$ cat src/rtl/core/wsd_pkg.sv
// Shared types for the WebSocket frame deframer: parser phases, result kinds
// and the result record passed from the parser to the output register.
// No dependencies.
`default_nettype none

package wsd_pkg;

    typedef enum logic [2:0] {
        PH_IDLE    = 3'd0,
        PH_LEN     = 3'd1,
        PH_EXT_HI  = 3'd2,
        PH_EXT_LO  = 3'd3,
        PH_MASK    = 3'd4,
        PH_PAYLOAD = 3'd5
    } t_phase;

    typedef enum logic [1:0] {
        KIND_HEADER = 2'd0,
        KIND_DATA   = 2'd1,
        KIND_ERROR  = 2'd2
    } t_kind;

    localparam logic [6:0] LEN7_EXT16 = 7'd126;
    localparam logic [6:0] LEN7_EXT64 = 7'd127;

    typedef struct packed {
        t_kind       kind;
        logic [6:0]  frame_opcode;
        logic [15:0] payload_length;
        logic        was_masked;
        logic [7:0]  data_byte;
        logic        last;
    } t_result;

endpackage

`default_nettype wire

$ cat src/rtl/core/wsd_parser.sv
// Frame header parser and payload unmasker for the deframer.
// Holds the frame state and forms at most one result per byte; uses wsd_pkg.
`default_nettype none

module wsd_parser (
    input  wire logic             i_clk,
    input  wire logic             i_rst_n,
    input  wire logic             i_step,
    input  wire logic [7:0]       i_byte,
    output logic                  o_res_valid,
    output wsd_pkg::t_result      o_res
);
    import wsd_pkg::*;

    t_phase      r_phase, n_phase;
    logic [6:0]  r_opcode, n_opcode;
    logic [15:0] r_length, n_length;
    logic        r_mask_flag, n_mask_flag;
    logic [31:0] r_mask_key, n_mask_key;
    logic [1:0]  r_sub_count, n_sub_count;
    logic [15:0] r_payload_index, n_payload_index;

    logic        v_after_len;
    logic        v_header;
    logic [15:0] v_hdr_len;
    logic [7:0]  v_key;
    logic        v_fin;

    always_ff @(posedge i_clk) begin
        if (!i_rst_n) begin
            r_phase         <= PH_IDLE;
            r_opcode        <= '0;
            r_length        <= '0;
            r_mask_flag     <= 1'b0;
            r_mask_key      <= '0;
            r_sub_count     <= '0;
            r_payload_index <= '0;
        end else if (i_step) begin
            r_phase         <= n_phase;
            r_opcode        <= n_opcode;
            r_length        <= n_length;
            r_mask_flag     <= n_mask_flag;
            r_mask_key      <= n_mask_key;
            r_sub_count     <= n_sub_count;
            r_payload_index <= n_payload_index;
        end
    end

    always_comb begin
        case (r_payload_index[1:0])
            2'd0:    v_key = r_mask_key[7:0];
            2'd1:    v_key = r_mask_key[15:8];
            2'd2:    v_key = r_mask_key[23:16];
            default: v_key = r_mask_key[31:24];
        endcase
        v_fin = ({1'b0, r_payload_index} + 17'd1) >= {1'b0, r_length};
    end

    always_comb begin
        n_phase         = r_phase;
        n_opcode        = r_opcode;
        n_length        = r_length;
        n_mask_flag     = r_mask_flag;
        n_mask_key      = r_mask_key;
        n_sub_count     = r_sub_count;
        n_payload_index = r_payload_index;
        v_after_len     = 1'b0;
        v_header        = 1'b0;
        v_hdr_len       = r_length;
        o_res_valid     = 1'b0;
        o_res           = '0;
        o_res.frame_opcode = r_opcode;

        case (r_phase)
            PH_LEN: begin
                n_mask_flag = i_byte[7];
                if (i_byte[6:0] == LEN7_EXT64) begin
                    o_res_valid         = 1'b1;
                    o_res.kind          = KIND_ERROR;
                    o_res.last          = 1'b1;
                    n_phase             = PH_IDLE;
                end else if (i_byte[6:0] == LEN7_EXT16) begin
                    n_phase = PH_EXT_HI;
                end else begin
                    n_length    = {9'd0, i_byte[6:0]};
                    v_after_len = 1'b1;
                end
            end
            PH_EXT_HI: begin
                n_length = {i_byte, 8'd0};
                n_phase  = PH_EXT_LO;
            end
            PH_EXT_LO: begin
                n_length    = {r_length[15:8], i_byte};
                v_after_len = 1'b1;
            end
            PH_MASK: begin
                case (r_sub_count)
                    2'd0:    n_mask_key[7:0]   = i_byte;
                    2'd1:    n_mask_key[15:8]  = i_byte;
                    2'd2:    n_mask_key[23:16] = i_byte;
                    default: n_mask_key[31:24] = i_byte;
                endcase
                if (r_sub_count == 2'd3) begin
                    n_sub_count = 2'd0;
                    v_header    = 1'b1;
                end else begin
                    n_sub_count = r_sub_count + 2'd1;
                end
            end
            PH_PAYLOAD: begin
                o_res_valid          = 1'b1;
                o_res.kind           = KIND_DATA;
                o_res.payload_length = r_length;
                o_res.data_byte      = r_mask_flag ? (i_byte ^ v_key) : i_byte;
                o_res.last           = v_fin;
                if (v_fin) begin
                    n_phase         = PH_IDLE;
                    n_payload_index = '0;
                end else begin
                    n_payload_index = r_payload_index + 16'd1;
                end
            end
            default: begin
                // unused phase codes behave as idle: start a new frame
                n_opcode    = i_byte[6:0];
                n_mask_flag = 1'b0;
                n_length    = '0;
                n_phase     = PH_LEN;
            end
        endcase

        // masked frames collect the key before the header is reported
        if (v_after_len) begin
            if (n_mask_flag) begin
                n_sub_count = 2'd0;
                n_phase     = PH_MASK;
            end else begin
                v_header = 1'b1;
            end
        end

        if (v_header) begin
            v_hdr_len            = n_length;
            o_res_valid          = 1'b1;
            o_res.kind           = KIND_HEADER;
            o_res.payload_length = v_hdr_len;
            o_res.last           = (v_hdr_len == 16'd0);
            n_payload_index      = '0;
            n_phase              = (v_hdr_len == 16'd0) ? PH_IDLE : PH_PAYLOAD;
        end

        o_res.was_masked = n_mask_flag;
    end

`ifndef SYNTHESIS
    a_sub_count_in_mask: assert property (@(posedge i_clk) disable iff (!i_rst_n)
        (r_sub_count != 2'd0) |-> (r_phase == PH_MASK))
        else $error("key byte count nonzero outside key phase");

    a_data_only_in_payload: assert property (@(posedge i_clk) disable iff (!i_rst_n)
        (i_step && o_res_valid && o_res.kind == KIND_DATA) |-> (r_phase == PH_PAYLOAD))
        else $error("payload result outside payload phase");

    a_last_returns_idle: assert property (@(posedge i_clk) disable iff (!i_rst_n)
        (i_step && o_res_valid && o_res.last) |=> (r_phase == PH_IDLE))
        else $error("final result did not return parser to idle");

    a_error_shape: assert property (@(posedge i_clk) disable iff (!i_rst_n)
        (i_step && o_res_valid && o_res.kind == KIND_ERROR)
            |-> (o_res.last && o_res.payload_length == 16'd0))
        else $error("error result malformed");
`endif

endmodule

`default_nettype wire

$ cat src/rtl/core/websocket_frame_deframer_top.sv
// WebSocket frame deframer: one byte per cycle while results are taken; each byte is held in
// the input register, and its result then in the result register.
// Throughput is one byte per cycle; a held result that is not taken stalls the input.
// A result comes from each payload byte and from the byte that ends a header or errs.
// Synchronous active-low reset returns the parser to idle at once.
// Instantiates wsd_parser; uses wsd_pkg.
`default_nettype none

module websocket_frame_deframer_top (
    input  wire logic        i_clk,
    input  wire logic        i_rst_n,
    input  wire logic        i_rx_valid,
    output logic             o_rx_ready,
    input  wire logic [7:0]  i_rx_byte,
    output logic             o_res_valid,
    input  wire logic        i_res_ready,
    output logic [1:0]       o_kind,
    output logic [6:0]       o_frame_opcode,
    output logic [15:0]      o_payload_length,
    output logic             o_was_masked,
    output logic [7:0]       o_data_byte,
    output logic             o_last
);
    import wsd_pkg::*;

    logic       r_in_valid;
    logic [7:0] r_in_byte;
    logic       r_out_valid;
    t_result    r_out;

    logic       advance;
    logic       res_valid;
    t_result    res;

    // advance the held request once the result slot is free or draining
    assign advance    = r_in_valid && (!r_out_valid || i_res_ready);
    assign o_rx_ready = !r_in_valid || advance;

    always_ff @(posedge i_clk) begin
        if (!i_rst_n) begin
            r_in_valid <= 1'b0;
        end else if (o_rx_ready) begin
            r_in_valid <= i_rx_valid;
        end
    end

    always_ff @(posedge i_clk) begin
        if (o_rx_ready && i_rx_valid) begin
            r_in_byte <= i_rx_byte;
        end
    end

    wsd_parser u_parser (
        .i_clk       (i_clk),
        .i_rst_n     (i_rst_n),
        .i_step      (advance),
        .i_byte      (r_in_byte),
        .o_res_valid (res_valid),
        .o_res       (res)
    );

    always_ff @(posedge i_clk) begin
        if (!i_rst_n) begin
            r_out_valid <= 1'b0;
        end else if (advance) begin
            r_out_valid <= res_valid;
        end else if (i_res_ready) begin
            r_out_valid <= 1'b0;
        end
    end

    always_ff @(posedge i_clk) begin
        if (advance && res_valid) begin
            r_out <= res;
        end
    end

    assign o_res_valid      = r_out_valid;
    assign o_kind           = r_out.kind;
    assign o_frame_opcode   = r_out.frame_opcode;
    assign o_payload_length = r_out.payload_length;
    assign o_was_masked     = r_out.was_masked;
    assign o_data_byte      = r_out.data_byte;
    assign o_last           = r_out.last;

endmodule

`default_nettype wire
$ cat config.mk
export PLATFORM = sky130hd
export DESIGN_NAME = websocket_frame_deframer_top
export DESIGN_NICKNAME = d
export VERILOG_FILES = /design/src/rtl/core/wsd_pkg.sv /design/src/rtl/core/wsd_parser.sv /design/src/rtl/core/websocket_frame_deframer_top.sv
export SDC_FILE = /design/constraint.sdc
export NUM_CORES = 1
export LEC_CHECK = 0
export BUFFER_PORTS_ARGS = -buffer_cell sky130_fd_sc_hd__buf_2
export CAP_MARGIN = 10
export CORE_MARGIN = 3
export CORE_UTILIZATION = 58
export DETAILED_ROUTE_END_ITERATION = 8
export PLACE_DENSITY = 0.88
export SYNTH_ARGS = -nofsm -noshare
export SYNTH_HDL_FRONTEND = slang
export SYNTH_HIERARCHICAL = 1
export SYNTH_SLANG_ARGS = --single-unit
$ cat constraint.sdc
create_clock -name i_clk -period 3.7 [get_ports i_clk]
set_input_delay 0.555 -clock i_clk [delete_from_list [all_inputs] [get_ports i_clk]]
set_output_delay 0.555 -clock i_clk [all_outputs]
set_load 0.005 [all_outputs]
; ---- Yosys cells after proc, flatten, opt, wreduce, memory -nomap -nowiden
; Index checks and enable logic that the tools add are counted.
[totals]
ramBits = 0
mem_bits_ro = 0
n_memories = 0
wordCells = 100
latch_bits = 0
reg_bits = 122
input_bits = 12
out_inout_bits = 37
[op_classes]
shifts = 0
n_bitwise = 3
mul = 0
addsub = 3
n_eq_ne = 12
muxes = 39
div_mod_pow = 0
reduce_logical = 23
order_cmp = 1
[ops]
columns = operator, n
row1 = $mux 16, 7
row2 = $pmux 16 s4, 1
row3 = $pmux 8 s3, 1
row4 = $mux 3, 7
row5 = $add 16x1->17 const B, 1
row6 = $ge 17x16->1, 1
row7 = $add 16x1->16 const B, 1
row8 = $logic_not 16->1, 1
row9 = $eq 7x7->1 const B, 2
row10 = $pmux 3 s4, 1
row11 = $reduce_and 3->1, 4
row12 = $mux 1, 11
row13 = $mux 2, 5
row14 = $mux 8, 1
row15 = $pmux 1 s2, 4
row16 = $xor 8x8->8, 1
row17 = $eq 2x2->1 const B, 3
row18 = $eq 3x2->1 const B, 2
row19 = $eq 3x3->1 const B, 2
row20 = $reduce_or 5->1, 1
row21 = $eq 2x1->1 const B, 2
row22 = $logic_not 2->1, 2
row23 = $pmux 2 s2, 1
row24 = $reduce_and 2->1, 2
row25 = other kinds (10), 17

; ---- Depth between registers and ports, before layout
[logic_depth]
ltp_word = 7
ltp_mapped = 15
mapped_depth_nobuf = 12

; ---- Modules after synthesis
; The synthesis kept the hierarchy.
[modules_own_cells]
columns = module, cells_per_inst, area_per_inst_um2, seq_area_each_um2, instances
row1 = wsd_parser, 623, 4769.6, 1541.5, 1
row2 = websocket_frame_deframer_top, 56, 1403.8, 1331.3, 1

; ---- Worst setup path after synthesis
; Ideal clock, no wire load.
[synth_timing]
kind = flip-flop to flip-flop
from = reg u_parser.r_sub_count[0]
to = reg r_out (netlist bit o_data_byte[0]) (enable)
t_arrival_ps = 2883
path_slack_ps = 390
setup_time_ps = 427
synth_period_minus_slack_ps = 3310
t_required_ps = 3273
path_buffers = 0
stages_incl_launch_ff = 8
cell_sequence = dfxtp_1 ha_1 nand3b_1 o32a_1 o41a_1 nand3_1 nand2_1 nor2_1
[synth_via]
elab_chain_cells = 7
[synth_rtl]
columns = item, line
row1 = from (decl), wsd_parser.sv:20  ; logic [1:0] r_sub_count, n_sub_count;
row2 = from (signal assigned), wsd_parser.sv:44  ; r_sub_count <= n_sub_count;
row3 = $eq 2x2->1 (*), wsd_parser.sv:104  ; if (r_sub_count == 2'd3) begin
row4 = $mux 1 (*), wsd_parser.sv:104
row5 = $mux 1 (*), wsd_parser.sv:74  ; case (r_phase)
row6 = $mux 1, wsd_parser.sv:135  ; if (n_mask_flag) begin
row7 = $mux 1 (*), wsd_parser.sv:134  ; if (v_after_len) begin
row8 = $mux 1 (*), wsd_parser.sv:143  ; if (v_header) begin
row9 = named net res_valid, websocket_frame_deframer_top.sv:32  ; logic res_valid;
row10 = $logic_and 1x1->1 (*), websocket_frame_deframer_top.sv:73  ; if (advance && res_valid) begin
row11 = to (signal assigned), websocket_frame_deframer_top.sv:74  ; r_out <= res;
row12 = to (decl), websocket_frame_deframer_top.sv:29  ; t_result r_out;
; The timed path passes the listed nets; every way through them passes the cells marked *.
; A chain may end at the register's enable or synchronous reset.

==> results.py <==
metrics = {
    "run_status": {
        "status": "finished, final reports clean",
    },
    "pwr": {
        "power_frac_comb": 0.046,
        "p_per_area_nw_per_um2": 447,
        "power.share.switching": 0.220,
        "p_int_mw": 2.49,
        "p_leak_nw": 2.64,
        "seq_power_share": 0.444,
        "power_frac_clock": 0.510,
        "power_mw": 3.19,
        "ir_worst_vdd_v": 0.000322,
        "p_sw_mw": 0.703,
    },
    "yosys": {
        "syn_nets": 716,
        "synth_top_area_cell": "dfxtp_1",
        "synth_area_leaders": "dfxtp_1 (26%), edfxtp_1 (21%), nand2_1 (5.7%), ha_1 (5.1%), a21oi_1 (4.8%)",
        "synth-seq-area-share": 0.465,
        "synth_top_area_frac": 0.256,
        "async_reset_ff_frac": 0,
        "synth_common_cells": "nand2_1 (93), dfxtp_1 (79), nor2_1 (62)",
        "synth_cell_types": 64,
        "synth-edff-count": 43,
        "yosysWarnings": 6,
        "synth-seq-cells": 122,
        "ys.flop_type": "dfxtp_1",
        "netlist_area_um2": 6170,
        "avgSynthCellArea_um2": 9.09,
        "yosysMostFrequentCell": "nand2_1",
        "syn_inst": 679,
    },
    "timing": {
        "setup_viol": 0,
        "hold_viol": 0,
        "slew_headroom": 0.485,
        "worst_pin_slew_ps": 771,
        "fin_skew_ps": 7.71,
        "period_needed_ps": 3430,
        "drv_slew": 0,
        "fmax_mhz": 291,
        "period_share": 0.928,
        "setup_tns_ps": 0,
        "rsz0062_at_grt": "false",
    },
    "clocking": {
        "htreeDepth": 4,
        "cts_resized": 0,
        "worstSkewPairLatency_ps": 530,
        "clockBufferDepth": 2,
        "clock-sinks": 122,
        "cts_buffers": 17,
        "ctsHoldBuffers": 0,
        "cts_tree": "done",
        "ctsRootBufferMaster": "clkbuf_8",
        "path_clk_slew_ps": 60,
        "post-cts-setup-buffers": 0,
    },
    "critical_path": {
        "worstPathArrival_ps": 3720,
        "cp_common_cell": "nor2_1",
        "criticalPathCategory": "flop to flop",
        "slowest_stage": "dfxtp_1",
        "crit_family": "simple AND/OR/NAND/NOR gates",
        "critPathLaunchType": "flop",
        "crit_chain": "nand4_1 > nor2_1 > nand3_1 > and2_1 > or2_2 > ha_1 > a21oi_1 > nor2_1 > o31ai_1 > nor4bb_1 > buf_4 > o21ai_0 > a21o_1",
        "crit_fanout": 7,
        "cp_slowest_stage_delay_ps": 420,
        "crit_required_ps": 3990,
        "path_buf_inv": 1,
        "end_kind": "flop",
    },
    "cells_and_area": {
        "multi_input_area_um2": 2970,
        "finish.utilization": 0.691,
        "fin_nets": 756,
        "syn_to_final_growth_pct": 15.5,
        "antennaDiodeCount": 0,
        "fillers": 747,
        "drive_gt1_frac": 0.165,
        "finalNonFillerCells": 868,
        "regArea_um2": 2870,
    },
    "placement": {
        "hpwl_um": 10500,
        "placed_cells": 836,
        "port_buffers": 48,
        "gp_congestion": 0.934,
    },
    "floorplan": {
        "start_util": 0.598,
        "dieArea_um2": 11900,
        "core_area_um2": 10300,
        "die_w_um": 109,
        "rows": 37,
        "ios": 49,
        "fp.dieH_um": 109,
    },
    "drt": {
        "via_per_inst": 6.27,
        "drt_iter0_markers": 540,
        "dr_total_vias": 5442,
        "drtAntennaViolNets": 0,
        "routed_wl_um": 15800,
        "wl_per_cell_um": 18.2,
        "drc": 0,
        "drt_pre_antenna_iters": 5,
    },
    "run": {
        "maxCapViolCount": 0,
    },
    "global_route": {
        "grt_max_degree": 46,
        "use_met1": 0.316,
        "grt_pass1_wl_um": 25200,
        "grt-busiest-layer": "met2",
        "antenna_found_initial": 0,
        "grt_pass1_vias": 5249,
        "grt_use_total": 0.275,
        "overflow": 0,
        "met2_usage": 0.467,
        "use_met3": 0.0770,
    },
    "min_path": {
        "hold_class": "input port to flop",
    },
}
==> power by group through the flow <==
stage	combinational [mW]	sequential [mW]	clock [mW]
after floorplan	0.104	1.44	0
after global placement	0.137	1.44	0
after detailed placement	0.141	1.44	0
after CTS	0.142	1.42	1.65
after global routing	0.157	1.42	1.71
final	0.147	1.42	1.63
==> area by class of cell <==
class                   count  share of cell area
flip-flops and latches    122               0.403
clock buffers              25              0.0784
repair buffers             68              0.0565
multi-input cells         479               0.416
well taps                 136              0.0239
clock inverters             7             0.00614
inverters                  31              0.0165
==> path summary, 6_finish.rpt <==
kind                               start                 to  slack (ps)  depth (start not counted)
max          u_parser/r_payload_index[6]             o_last         270                         13
min                         i_rx_byte[0]       r_in_byte[0]         200                          1
min reg2reg         u_parser/r_opcode[3]  o_frame_opcode[3]         430                          0
max reg2reg  u_parser/r_payload_index[6]             o_last         270                         13
==> routing by layer <==
metal	vias to the layer above	wire, um
met5	-	0
met4	0	514
met3	57	1320
met2	300	7890
met1	2566	6110
li1	2519	-
==> cell families after synthesis <==
kind of cell             synth area share
AO/OA/AOI/OAI                       0.187
XOR/XNOR                           0.0241
adder cells (fa/ha/maj)            0.0507
buffers and inverters              0.0563
flip-flops                          0.465
multiplexers                       0.0162
AND/OR/NAND/NOR                     0.200
==> metrics by stage <==
| step | setup slack [ps] | hold WS, ps | area (um^2) |
|---|---|---|---|
| final | 267 | 202 | 7130 |
| after global routing | 56.1 | 174 | 7130 |
| after CTS | 336 | 173 | 7130 |
| after detailed placement | 416 | 421 | 6530 |
| after global placement | 461 | 416 | 6530 |
| after floorplan | 390 | 408 | 6170 |
==> flip-flops by register name (all words and copies together), names as in the netlist <==
signal,cells
u_parser/r_mask_key,32
o_payload_length,16
u_parser/r_length,16
u_parser/r_payload_index,16
o_data_byte,8
r_in_byte,8
o_frame_opcode,7
u_parser/r_opcode,7
u_parser/r_phase,3
o_kind,2
u_parser/r_sub_count,2
o_last,1
o_res_valid,1
o_was_masked,1
r_in_valid,1
u_parser/r_mask_flag,1
==> cell usage in the layout (no fill, tap or decap), types with 10 or more instances in the layout <==
cell type,n
nand2_1,93
buf_2,48
nor2_1,61
buf_4,19
inv_1,30
mux2i_1,10
a21oi_1,59
a22oi_1,15
clkbuf_16,20
nand3_1,47
a32o_1,11
edfxtp_1,43
dfxtp_1,79
o21ai_0,24
ha_1,25
(Power assumes the default switching activity.)
